File: config.mk
export PLATFORM = sky130hd
export DESIGN_NAME = zlib_stored_block_framer_top
export DESIGN_NICKNAME = d
export VERILOG_FILES = /design/src/zsbf_pkg.sv /design/src/zsbf_fifo.sv /design/src/zsbf_front.sv /design/src/zsbf_back.sv /design/src/zlib_stored_block_framer_top.sv
export SDC_FILE = /design/constraint.sdc
export NUM_CORES = 1
export LEC_CHECK = 0
export ABC_CLOCK_PERIOD_IN_PS = 10400
export BUFFER_PORTS_ARGS = -buffer_cell sky130_fd_sc_hd__buf_2
export CORE_MARGIN = 2
export CORE_UTILIZATION = 40
export DETAILED_ROUTE_END_ITERATION = 16
export HOLD_SLACK_MARGIN = 0.12
export PLACE_DENSITY = 0.55
export SLEW_MARGIN = 20
export SYNTH_ARGS = -nofsm -noshare
export SYNTH_HDL_FRONTEND = slang
export SYNTH_SLANG_ARGS = --single-unit
File: constraint.sdc
create_clock -name clock -period 10.4 [get_ports clock]
set_input_delay 3.12 -clock clock [delete_from_list [all_inputs] [get_ports clock]]
set_output_delay 3.12 -clock clock [all_outputs]
set_load 0.02 [all_outputs]
File: src/zsbf_pkg.sv
// Shared types and constants for the zlib stored-block framer.
// Used by the front end, back end and top level; depends on nothing.
package zsbf_pkg;

   // zlib stream header and Adler-32 modulus
   localparam logic [7:0]  ZLIB_CMF   = 8'h78;
   localparam logic [7:0]  ZLIB_FLG   = 8'h01;
   localparam logic [16:0] ADLER_MOD  = 17'd65521;

   // CSR register index (byte address / 4)
   localparam logic        CSR_IDX_TOTAL_LENGTH = 1'b0;

   // configuration write toward the front end
   typedef struct packed {
      logic        wr;
      logic [31:0] value;
   } cfg_write_type;

   // classified request handed from front end to back end
   typedef struct packed {
      logic [7:0]  data_byte;
      logic        overflow;
      logic        zlib_hdr;
      logic        blk_hdr;
      logic        blk_final;
      logic [15:0] chunk;
      logic        trailer;
      logic [15:0] adler_high;
      logic [15:0] adler_low;
   } cmd_type;

   // one result byte of the zlib stream
   typedef struct packed {
      logic [7:0] out_byte;
      logic       run_last;
      logic       stream_end;
      logic       overflow;
   } rsp_type;

   // emission step of the back end
   typedef enum logic [3:0] {
      STEP_START,
      STEP_ZHDR0,
      STEP_ZHDR1,
      STEP_BFLAG,
      STEP_LEN0,
      STEP_LEN1,
      STEP_NLEN0,
      STEP_NLEN1,
      STEP_DATA,
      STEP_ADL0,
      STEP_ADL1,
      STEP_ADL2,
      STEP_ADL3,
      STEP_OVF
   } step_type;

endpackage

File: src/zsbf_fifo.sv
// Small register-based FIFO used for the command and result queues.
// Generic: no package dependency.
module zsbf_fifo #(
   parameter int unsigned WIDTH = 8,
   parameter int unsigned DEPTH = 4
) (
   input  logic             clock,
   input  logic             reset,
   input  logic             push,
   input  logic [WIDTH-1:0] wr_data,
   output logic             full,
   input  logic             pop,
   output logic [WIDTH-1:0] rd_data,
   output logic             empty
);

   localparam int unsigned PW = (DEPTH > 1) ? $clog2(DEPTH) : 1;
   localparam int unsigned CW = $clog2(DEPTH + 1);
   localparam logic [PW-1:0] LAST_PTR = PW'(DEPTH - 1);
   localparam logic [CW-1:0] DEPTH_CNT = CW'(DEPTH);

   logic [WIDTH-1:0] mem_ff [DEPTH];
   logic [PW-1:0]    wr_ptr_ff, wr_ptr_in;
   logic [PW-1:0]    rd_ptr_ff, rd_ptr_in;
   logic [CW-1:0]    count_ff, count_in;
   logic             do_push, do_pop;

   assign full    = (count_ff == DEPTH_CNT);
   assign empty   = (count_ff == '0);
   assign do_push = push && !full;
   assign do_pop  = pop && !empty;
   assign rd_data = mem_ff[rd_ptr_ff];

   // pointer and occupancy update
   always_comb begin
      wr_ptr_in = wr_ptr_ff;
      rd_ptr_in = rd_ptr_ff;
      count_in  = count_ff;
      if (do_push) begin
         wr_ptr_in = (wr_ptr_ff == LAST_PTR) ? '0 : wr_ptr_ff + 1'b1;
      end
      if (do_pop) begin
         rd_ptr_in = (rd_ptr_ff == LAST_PTR) ? '0 : rd_ptr_ff + 1'b1;
      end
      if (do_push && !do_pop) begin
         count_in = count_ff + 1'b1;
      end else if (do_pop && !do_push) begin
         count_in = count_ff - 1'b1;
      end
   end

   always_ff @(posedge clock) begin
      if (reset) begin
         wr_ptr_ff <= '0;
         rd_ptr_ff <= '0;
         count_ff  <= '0;
      end else begin
         wr_ptr_ff <= wr_ptr_in;
         rd_ptr_ff <= rd_ptr_in;
         count_ff  <= count_in;
      end
   end

   // storage, no reset
   always_ff @(posedge clock) begin
      if (do_push) begin
         mem_ff[wr_ptr_ff] <= wr_data;
      end
   end

endmodule

File: src/zsbf_front.sv
// Front end: accepts raw bytes, tracks stream/block position and Adler-32.
// Emits one classified command per byte. Depends on zsbf_pkg.
module zsbf_front import zsbf_pkg::*; #(
   parameter int unsigned STORED_BLOCK_MAX = 65535
) (
   input  logic          clock,
   input  logic          reset,
   input  cfg_write_type cfg,
   input  logic          accept,
   input  logic [7:0]    data_byte,
   output cmd_type       cmd
);

   localparam logic [31:0] MAX32 = 32'(STORED_BLOCK_MAX);
   localparam logic [15:0] MAX16 = 16'(STORED_BLOCK_MAX);

   logic [31:0] remain_ff, remain_in;      // total_length - bytes_taken
   logic        started_ff, started_in;    // bytes_taken != 0
   logic [15:0] blk_rem_ff, blk_rem_in;
   logic [15:0] low_ff, low_in;
   logic [15:0] high_ff, high_in;
   logic        finished_ff, finished_in;

   logic        final_blk;
   logic [15:0] chunk;
   logic [16:0] low_sum, high_sum;
   logic [15:0] low_new, high_new;

   // block sizing from bytes still to come
   assign final_blk = (remain_ff <= MAX32);
   assign chunk     = final_blk ? remain_ff[15:0] : MAX16;

   // Adler-32 sums, one conditional subtract each
   always_comb begin
      low_sum  = {1'b0, low_ff} + {9'd0, data_byte};
      low_new  = (low_sum >= ADLER_MOD) ? 16'(low_sum - ADLER_MOD) : low_sum[15:0];
      high_sum = {1'b0, high_ff} + {1'b0, low_new};
      high_new = (high_sum >= ADLER_MOD) ? 16'(high_sum - ADLER_MOD) : high_sum[15:0];
   end

   // command build and state update
   always_comb begin
      cmd.data_byte  = data_byte;
      cmd.overflow   = finished_ff;
      cmd.zlib_hdr   = !started_ff;
      cmd.blk_hdr    = (blk_rem_ff == '0);
      cmd.blk_final  = final_blk;
      cmd.chunk      = chunk;
      cmd.trailer    = (remain_ff == 32'd1);
      cmd.adler_high = high_new;
      cmd.adler_low  = low_new;

      remain_in   = remain_ff;
      started_in  = started_ff;
      blk_rem_in  = blk_rem_ff;
      low_in      = low_ff;
      high_in     = high_ff;
      finished_in = finished_ff;

      if (cfg.wr) begin
         remain_in   = cfg.value;
         started_in  = 1'b0;
         blk_rem_in  = '0;
         low_in      = 16'd1;
         high_in     = '0;
         finished_in = (cfg.value == '0);
      end else if (accept && !finished_ff) begin
         remain_in   = remain_ff - 32'd1;
         started_in  = 1'b1;
         blk_rem_in  = (cmd.blk_hdr ? chunk : blk_rem_ff) - 16'd1;
         low_in      = low_new;
         high_in     = high_new;
         finished_in = cmd.trailer;
      end
   end

   always_ff @(posedge clock) begin
      if (reset) begin
         remain_ff   <= 32'd1;
         started_ff  <= 1'b0;
         blk_rem_ff  <= '0;
         low_ff      <= 16'd1;
         high_ff     <= '0;
         finished_ff <= 1'b0;
      end else begin
         remain_ff   <= remain_in;
         started_ff  <= started_in;
         blk_rem_ff  <= blk_rem_in;
         low_ff      <= low_in;
         high_ff     <= high_in;
         finished_ff <= finished_in;
      end
   end

   // nothing left to take means the stream is closed
   a_remain_zero_finished: assert property (@(posedge clock) disable iff (reset)
      (remain_ff == '0) |-> finished_ff)
      else $error("bytes remain exhausted but stream not finished");

   // overflow requests leave the state alone
   a_overflow_keeps_state: assert property (@(posedge clock) disable iff (reset)
      (accept && finished_ff && !cfg.wr) |=> (finished_ff && $stable(remain_ff)))
      else $error("overflow request changed framing state");

endmodule

File: src/zsbf_back.sv
// Back end: expands each command into zlib stream bytes, one per cycle
// while the result queue has room. Depends on zsbf_pkg.
module zsbf_back import zsbf_pkg::*; (
   input  logic    clock,
   input  logic    reset,
   input  logic    cmd_valid,
   input  cmd_type cmd,
   output logic    cmd_pop,
   input  logic    out_full,
   output logic    out_push,
   output rsp_type out_item
);

   step_type step_ff, step_in;
   step_type cur, nxt, first;
   logic     last;

   // first step for the command at the queue head
   always_comb begin
      if (cmd.overflow) begin
         first = STEP_OVF;
      end else if (cmd.zlib_hdr) begin
         first = STEP_ZHDR0;
      end else if (cmd.blk_hdr) begin
         first = STEP_BFLAG;
      end else begin
         first = STEP_DATA;
      end
   end

   // emission sequencer
   always_comb begin
      cur = (step_ff == STEP_START) ? first : step_ff;
      out_item.out_byte   = 8'd0;
      out_item.stream_end = 1'b0;
      out_item.overflow   = 1'b0;
      last = 1'b0;
      nxt  = STEP_START;
      case (cur)
         STEP_ZHDR0: begin
            out_item.out_byte = ZLIB_CMF;
            nxt = STEP_ZHDR1;
         end
         STEP_ZHDR1: begin
            out_item.out_byte = ZLIB_FLG;
            nxt = cmd.blk_hdr ? STEP_BFLAG : STEP_DATA;
         end
         STEP_BFLAG: begin
            out_item.out_byte = {7'd0, cmd.blk_final};
            nxt = STEP_LEN0;
         end
         STEP_LEN0: begin
            out_item.out_byte = cmd.chunk[7:0];
            nxt = STEP_LEN1;
         end
         STEP_LEN1: begin
            out_item.out_byte = cmd.chunk[15:8];
            nxt = STEP_NLEN0;
         end
         STEP_NLEN0: begin
            out_item.out_byte = ~cmd.chunk[7:0];
            nxt = STEP_NLEN1;
         end
         STEP_NLEN1: begin
            out_item.out_byte = ~cmd.chunk[15:8];
            nxt = STEP_DATA;
         end
         STEP_DATA: begin
            out_item.out_byte = cmd.data_byte;
            last = !cmd.trailer;
            nxt = STEP_ADL0;
         end
         STEP_ADL0: begin
            out_item.out_byte = cmd.adler_high[15:8];
            nxt = STEP_ADL1;
         end
         STEP_ADL1: begin
            out_item.out_byte = cmd.adler_high[7:0];
            nxt = STEP_ADL2;
         end
         STEP_ADL2: begin
            out_item.out_byte = cmd.adler_low[15:8];
            nxt = STEP_ADL3;
         end
         STEP_ADL3: begin
            out_item.out_byte   = cmd.adler_low[7:0];
            out_item.stream_end = 1'b1;
            last = 1'b1;
         end
         STEP_OVF: begin
            out_item.overflow = 1'b1;
            last = 1'b1;
         end
         default: begin
            last = 1'b1;
         end
      endcase
      out_item.run_last = last;

      out_push = cmd_valid && !out_full;
      cmd_pop  = out_push && last;
      step_in  = step_ff;
      if (out_push) begin
         step_in = last ? STEP_START : nxt;
      end
   end

   always_ff @(posedge clock) begin
      if (reset) begin
         step_ff <= STEP_START;
      end else begin
         step_ff <= step_in;
      end
   end

   // mid-sequence means the request is still at the queue head
   a_step_has_cmd: assert property (@(posedge clock) disable iff (reset)
      (step_ff != STEP_START) |-> cmd_valid)
      else $error("sequencer mid-request with empty command queue");

   // trailer end retires a request that carried the trailer
   a_end_retires: assert property (@(posedge clock) disable iff (reset)
      (out_push && out_item.stream_end) |-> (cmd.trailer && cmd_pop))
      else $error("stream end emitted without retiring a trailer request");

endmodule

File: src/zlib_stored_block_framer_top.sv
// Top level of the zlib stored-block framer: CSR port, queues, front and back.
// Depends on zsbf_pkg, zsbf_fifo, zsbf_front, zsbf_back.
//
//  channel   ports                              handshake
//  -------   --------------------------------   -------------------------------
//  request   push, full, req_data_byte          accepted when push && !full
//  result    empty, pop, rsp_out_byte,          accepted when pop && !empty
//            rsp_run_last, rsp_stream_end,
//            rsp_overflow
//  csr       psel, penable, pwrite, paddr,      write at psel&penable&pwrite
//            pwdata, prdata, pready             (pready tied high)
//
// A request is classified combinationally and queued; a plain data byte gives
// one result, so the block sustains one request per cycle while full is low.
// The back end emits one result byte per cycle while out_full is low; the first
// request adds the zlib header, a block start its header, the last the trailer.
// Those bursts fill the command queue (CMD_DEPTH) before full is raised.
// Reset is synchronous; total_length returns to 1 and both queues empty.
// The result queue decouples pop stalls from the back end.
module zlib_stored_block_framer_top import zsbf_pkg::*; #(
   parameter int unsigned STORED_BLOCK_MAX = 65535,
   parameter int unsigned CMD_DEPTH        = 4,
   parameter int unsigned OUT_DEPTH        = 2
) (
   input  logic        clock,
   input  logic        reset,
   // request channel
   input  logic        push,
   output logic        full,
   input  logic [7:0]  req_data_byte,
   // result channel
   output logic        empty,
   input  logic        pop,
   output logic [7:0]  rsp_out_byte,
   output logic        rsp_run_last,
   output logic        rsp_stream_end,
   output logic        rsp_overflow,
   // csr port
   input  logic        psel,
   input  logic        penable,
   input  logic        pwrite,
   input  logic [2:0]  paddr,
   input  logic [31:0] pwdata,
   output logic [31:0] prdata,
   output logic        pready
);

   logic [31:0]   total_length_ff, total_length_in;
   cfg_write_type cfg;
   logic          accept;
   cmd_type       cmd_wr, cmd_rd;
   logic          cmd_full, cmd_empty, cmd_pop;
   logic          out_push, out_full;
   rsp_type       out_wr, out_rd;

   // csr decode: one register at index 0
   assign pready    = 1'b1;
   assign cfg.wr    = psel && penable && pwrite && (paddr[2] == CSR_IDX_TOTAL_LENGTH);
   assign cfg.value = pwdata;
   assign prdata    = (paddr[2] == CSR_IDX_TOTAL_LENGTH) ? total_length_ff : 32'd0;
   assign total_length_in = cfg.wr ? pwdata : total_length_ff;

   always_ff @(posedge clock) begin
      if (reset) begin
         total_length_ff <= 32'd1;
      end else begin
         total_length_ff <= total_length_in;
      end
   end

   // request side
   assign full   = cmd_full;
   assign accept = push && !cmd_full;

   zsbf_front #(
      .STORED_BLOCK_MAX (STORED_BLOCK_MAX)
   ) u_front (
      .clock     (clock),
      .reset     (reset),
      .cfg       (cfg),
      .accept    (accept),
      .data_byte (req_data_byte),
      .cmd       (cmd_wr)
   );

   zsbf_fifo #(
      .WIDTH ($bits(cmd_type)),
      .DEPTH (CMD_DEPTH)
   ) u_cmd_q (
      .clock   (clock),
      .reset   (reset),
      .push    (accept),
      .wr_data (cmd_wr),
      .full    (cmd_full),
      .pop     (cmd_pop),
      .rd_data (cmd_rd),
      .empty   (cmd_empty)
   );

   zsbf_back u_back (
      .clock     (clock),
      .reset     (reset),
      .cmd_valid (!cmd_empty),
      .cmd       (cmd_rd),
      .cmd_pop   (cmd_pop),
      .out_full  (out_full),
      .out_push  (out_push),
      .out_item  (out_wr)
   );

   zsbf_fifo #(
      .WIDTH ($bits(rsp_type)),
      .DEPTH (OUT_DEPTH)
   ) u_out_q (
      .clock   (clock),
      .reset   (reset),
      .push    (out_push),
      .wr_data (out_wr),
      .full    (out_full),
      .pop     (pop),
      .rd_data (out_rd),
      .empty   (empty)
   );

   // result ports
   assign rsp_out_byte   = out_rd.out_byte;
   assign rsp_run_last   = out_rd.run_last;
   assign rsp_stream_end = out_rd.stream_end;
   assign rsp_overflow   = out_rd.overflow;

endmodule
-- Word level (Yosys, flattened, before mapping)
Memories as Yosys holds them, arrays and structs flattened. A register that Yosys moved wholly into a read port is not among the register bits.
Cells that the tools add are included.
- add/sub/neg operators: 14
- $lt $le $gt $ge: 3
- equal/unequal tests: 18
- muxes and demuxes: 35
- bitwise gates (word level): 3
- reduce and logical (&&, ||, !) cells: 36
- operators with widths (cell ; number):
    $mux 32 ; 3
    $pmux 8 s12 ; 1
    $mux 16 ; 4
    $pmux 4 s11 ; 1
    $ge 17x16->1 const B ; 2
    $eq 32x1->1 const B ; 1
    $le 32x16->1 const B ; 1
    $logic_not 32->1 ; 1
    $sub 16x16->16 const B ; 2
    $sub 32x1->32 const B ; 1
    $eq 4x4->1 const B ; 6
    $mux 4 ; 5
    $add 16x16->17 ; 1
    $add 16x8->17 ; 1
    $eq 4x3->1 const B ; 4
    $logic_not 16->1 ; 1
    $not 8->8 ; 2
    $sub 16x1->16 const B ; 1
    $logic_and 1x1->1 ; 15
    $mux 1 ; 12
    $mux 2 ; 6
    $logic_not 1->1 ; 11
    $reduce_or 10->1 ; 1
    $eq 4x2->1 const B ; 2
    16 further kinds ; 24
- register bits: 129
- memory bits (writable): 266
- bits of input ports: 50
- output and inout bits: 46
- logic and storage cells: 125
- memories: 2
- memory list (name ; words ; width ; rd ports ; clocked after Yosys merged registers in ; write ports ; line ; source):
    u_cmd_q.mem_ff ; 4 ; 61 ; 1 ; 1 ; 1 ; zsbf_fifo.sv:22 ; logic [WIDTH-1:0] mem_ff [DEPTH];
    u_out_q.mem_ff ; 2 ; 11 ; 1 ; 1 ; 1 ; zsbf_fifo.sv:22 ;

-- Depth between registers and ports, before layout
- depth after elaboration: 12
- gate-level depth with buffers: 24
- depth with buffers taken out: 22

-- Cells and area by module
From an unflattened synthesis, not the netlist that was laid out.
- cell total of the unflattened synthesis: 1659
- area total of the unflattened synthesis: 19890.3 um^2
- by module, submodules not included (module ; instances ; cells an instance ; area an instance (um^2) ; seq. area each (um^2)):
    zsbf_fifo at u_cmd_q ; 1 ; 369 ; 9280.2 ; 7507.2
    zsbf_front ; 1 ; 869 ; 6582.6 ; 1641.6
    zlib_stored_block_framer_top ; 1 ; 179 ; 1701.6 ; 640.6
    zsbf_back ; 1 ; 183 ; 1318.8 ; 80.1
    zsbf_fifo at u_out_q ; 1 ; 59 ; 1007.2 ; 760.7

-- Worst setup path before layout
OpenSTA, ideal clock, no wires.
- path type: input port to flip-flop
- start: in req_data_byte[0]
- end: mem u_cmd_q.mem_ff[0][17] (netlist bit), data pin
- data arrival time: 8.761 ns
- required time: 10.132 ns
- setup slack: 1.371 ns
- stages: 22
- path buffers: 1
- cell sequence: ha_1 inv_1 fa_1 nand2b_1 a211oi_1 o41a_1 xnor2_1 or4_1 o32ai_4 mux2i_1 inv_1 fa_1 nand3b_2 a2111oi_4 nor2_2 o311ai_4 nand3_2 or4b_4 buf_6 o21bai_4 mux2i_1 inv_1
- RTL lines (what ; line ; source):
    start, declared ; zlib_stored_block_framer_top.sv:30 ; input logic [7:0] req_data_byte,
    end, declared ; zsbf_fifo.sv:22 ;

==> metrics <==
worst-margin pin slew=1020 ps; antenna-violating nets left=0; All-Layer GR Usage=18.6%; Hold Buf Count CTS=0; Die X=~220 um; grt total ovfl=0; Final min period=9540 ps; fill count=around 4,400; Top FF cell, synth=edfxtp_1; WL/cell=19.5 um; skew final=about 24 ps; nets=~1,800; Post-DP HPWL=~31 mm; CP startpoint kind=input pin; synth cell count leaders=edfxtp_1, nand2_1, dfxtp_1, nor2_1, a21oi_1; Total Power=between 6 and 7 mW; initial DRC count=between 800 and 900; Vias=~13,000; post-synth top area share=41.9%; largest area contributor in the netlist=edfxtp_1; async set or reset register ratio after synthesis=0%; largest net degree at the start of global routing=84; std cell rows=80; top-count cell post-synth=edfxtp_1; Avg Cell Area, Syn=around 12 sq um; WP data arrival=about 9800 ps; final WL=46.3 mm; outcome=complete, no violations; Yosys cell types=86; reg-to-reg slack, setup=~3200 ps; Synth Register Bits=about 400; antenna violations before repair=1; Leakage Power=about 7.8 nW; drt drc=0; io pins=96; period utilisation layout=roughly nine tenths; M3 GR Usage=around 2.9%; Top Usage Layer GRT=met2; Port Buffers=a little over 90; fin cells=roughly 2,400; Max Buffers Root-to-Sink=3; max_cap viols=0; Root Driver=clkbuf_16; crit-path max FO=9; Worst Hold Class=flip-flop to flip-flop; TritonCTS clock tree=built; top cells by area, synth=edfxtp_1, dfxtp_1, mux4_2; Setup crit end kind=flip-flop; Final Hold Vio Count=0; pwr dens=~290 nW/um^2; clock latency at the later pin of the worst-skew pair=570 ps; Mapped Area=19,100 sq um; Post-CTS Setup Bufs=0; net count after synthesis=~1,700; Final setup viols=0; CTS Buf Count=44; GRT met2 Usage=a little under a third; VDD IR max=between 100 and 150 uV; layout cells sized above 1=between 10% and 20%; relative slew slack=31.7%; Post-synth EDFFs=266; Die H=222 um; Post-Syn Instances=between 1,500 and 2,000; initial core utilization=between 40% and 50%; clk slew on worst S/H paths=about 60 ps; global-route met1 utilization=between 20% and 30%; RSZ-0062 raised after global routing=false; Seq/Total Area, Yosys=a little under three fifths; die area=between 40,000 and 50,000 sq um; Layout area overhead=13.4%; Critical Path RT=roughly 11,000 ps; H-tree levels=2; max frequency=roughly 100 MHz; first-pass GRT wire length=72.0 mm; DR vias/cell=5.52; setup TNS=0 ps; CTS resizes=0; vias in the first global route=12,800; Inst Count DP=between 2,000 and 2,500; gp weighted congestion=just over 0.8; CTS Sinks=slightly below 400; drt pass-1 iters=5; Yosys warning count=0; Core Area=approximately 47,000 sq um; Final Slew Violations=0; Setup CP Type=input pin to flip-flop; hold_ws=approximately 450 ps
==> sequential cells by signal, indices dropped and copies added, names as in the netlist, 3 cells and up, named ones only <==
signal	cells
u_front.remain_ff	32
u_out_q.mem_ff	22
total_length_ff	32
u_cmd_q.count_ff	3
u_front.low_ff	16
u_cmd_q.mem_ff	244
u_front.blk_rem_ff	16
u_back.step_ff	4
u_front.high_ff	16
==> cells by family after synthesis <==
| logic type | count (synthesis) | synth area share, % |
|---|---|---|
| muxes | 91 | 8.86 |
| buffers and inverters | 128 | 2.72 |
| and+or+nand+nor | 574 | 14.7 |
| DFF | 398 | 55.7 |
| adders and majority gates | 43 | 2.94 |
| AOI/OAI and AO/OA | 313 | 10.9 |
| xor gates and xnor gates | 87 | 4.04 |
| other | 1 | 0.0197 |
==> metal layers <==
metal  share of wire [%]  wire (um)  vias up
met4                 2.5       1160        0
met2                  47      21500      248
met3                 4.3       1980       69
met5                   0          0        -
met1                  47      21600     6533
li1                    -          -     6244
==> worst paths after layout <==
kind                                    startpoint                          endpoint  depth (start not counted)
setup / recovery                  req_data_byte[0]   u_cmd_q.mem_ff[1][24]$_DFFE_PP_                         23
hold / removal    total_length_ff[24]$_SDFFE_PP0P_  total_length_ff[24]$_SDFFE_PP0P_                          2
setup reg to reg    u_front.low_ff[0]$_SDFFE_PP1P_   u_cmd_q.mem_ff[1][24]$_DFFE_PP_                         22
hold reg to reg   total_length_ff[24]$_SDFFE_PP0P_  total_length_ff[24]$_SDFFE_PP0P_                          2
==> cell usage in the layout, fill, tap and decap left out, drive strengths merged, types with 12 or more instances in the layout <==
master,instances
and3,14
o21ai,49
a31oi,12
dfxtp,132
nand2,175
nand2b,27
edfxtp,266
a21oi,124
clkbuf,57
a22oi,13
and2,14
nor4,18
nor3,43
a21o,12
mux2,13
ha,40
nor2b,44
buf,130
mux4,61
nand4,15
nand3,45
a211oi,24
inv,41
or3,15
xor2,54
mux2i,17
nor2,129
clkinv,15
xnor2,33
==> final cells by class <==
cell class	instances	area, sq um	area share (%)
Sequential cell	398	10600	49.2
Multi-Input combinational cell	1109	7940	36.7
Clock buffer	57	1200	5.55
Tap cell	615	769	3.56
Timing Repair Buffer	130	746	3.45
Clock inverter	21	191	0.885
Inverter	38	143	0.660
Antenna cell	2	5.00	0.0231
==> through the flow <==
| stage | util [%] | setup slack [ps] | instance area (sq um) |
|---|---|---|---|
| final | 45.6 | 861 | 21600 |
| after global routing | 45.6 | 479 | 21600 |
| after CTS | 45.6 | 904 | 21600 |
| after detailed placement | 42.6 | 297 | 20200 |
| after global placement | 42.6 | 435 | 20200 |
| after floorplan | - | 1370 | 19100 |
==> worst max-delay path, stage by stage <==
cell and delay (ps):
buf_2 130, ha_1 190, inv_1 60, fa_1 400, nand2b_1 180, a211oi_1 410, o41a_1 350, xnor2_1 110
or4_1 500, o32ai_4 440, a211oi_1 160, or3_1 390, nand2_1 260, ha_1 380, a21o_1 240, a221o_1 380
a221o_1 360, a211oi_4 210, nand2_2 100, or4b_4 570, o21ai_4 290, nand2_1 100, xnor2_1 470
==> power by group <==
part | internal (mW) | total [mW] | switching [mW]
clock | 0.889 | 1.52 | 0.630
sequential | 2.15 | 2.29 | 0.140
combinational | 0.916 | 2.48 | 1.56
total | 3.96 | 6.29 | 2.33
Note: power is estimated with default switching activity, not from simulation.
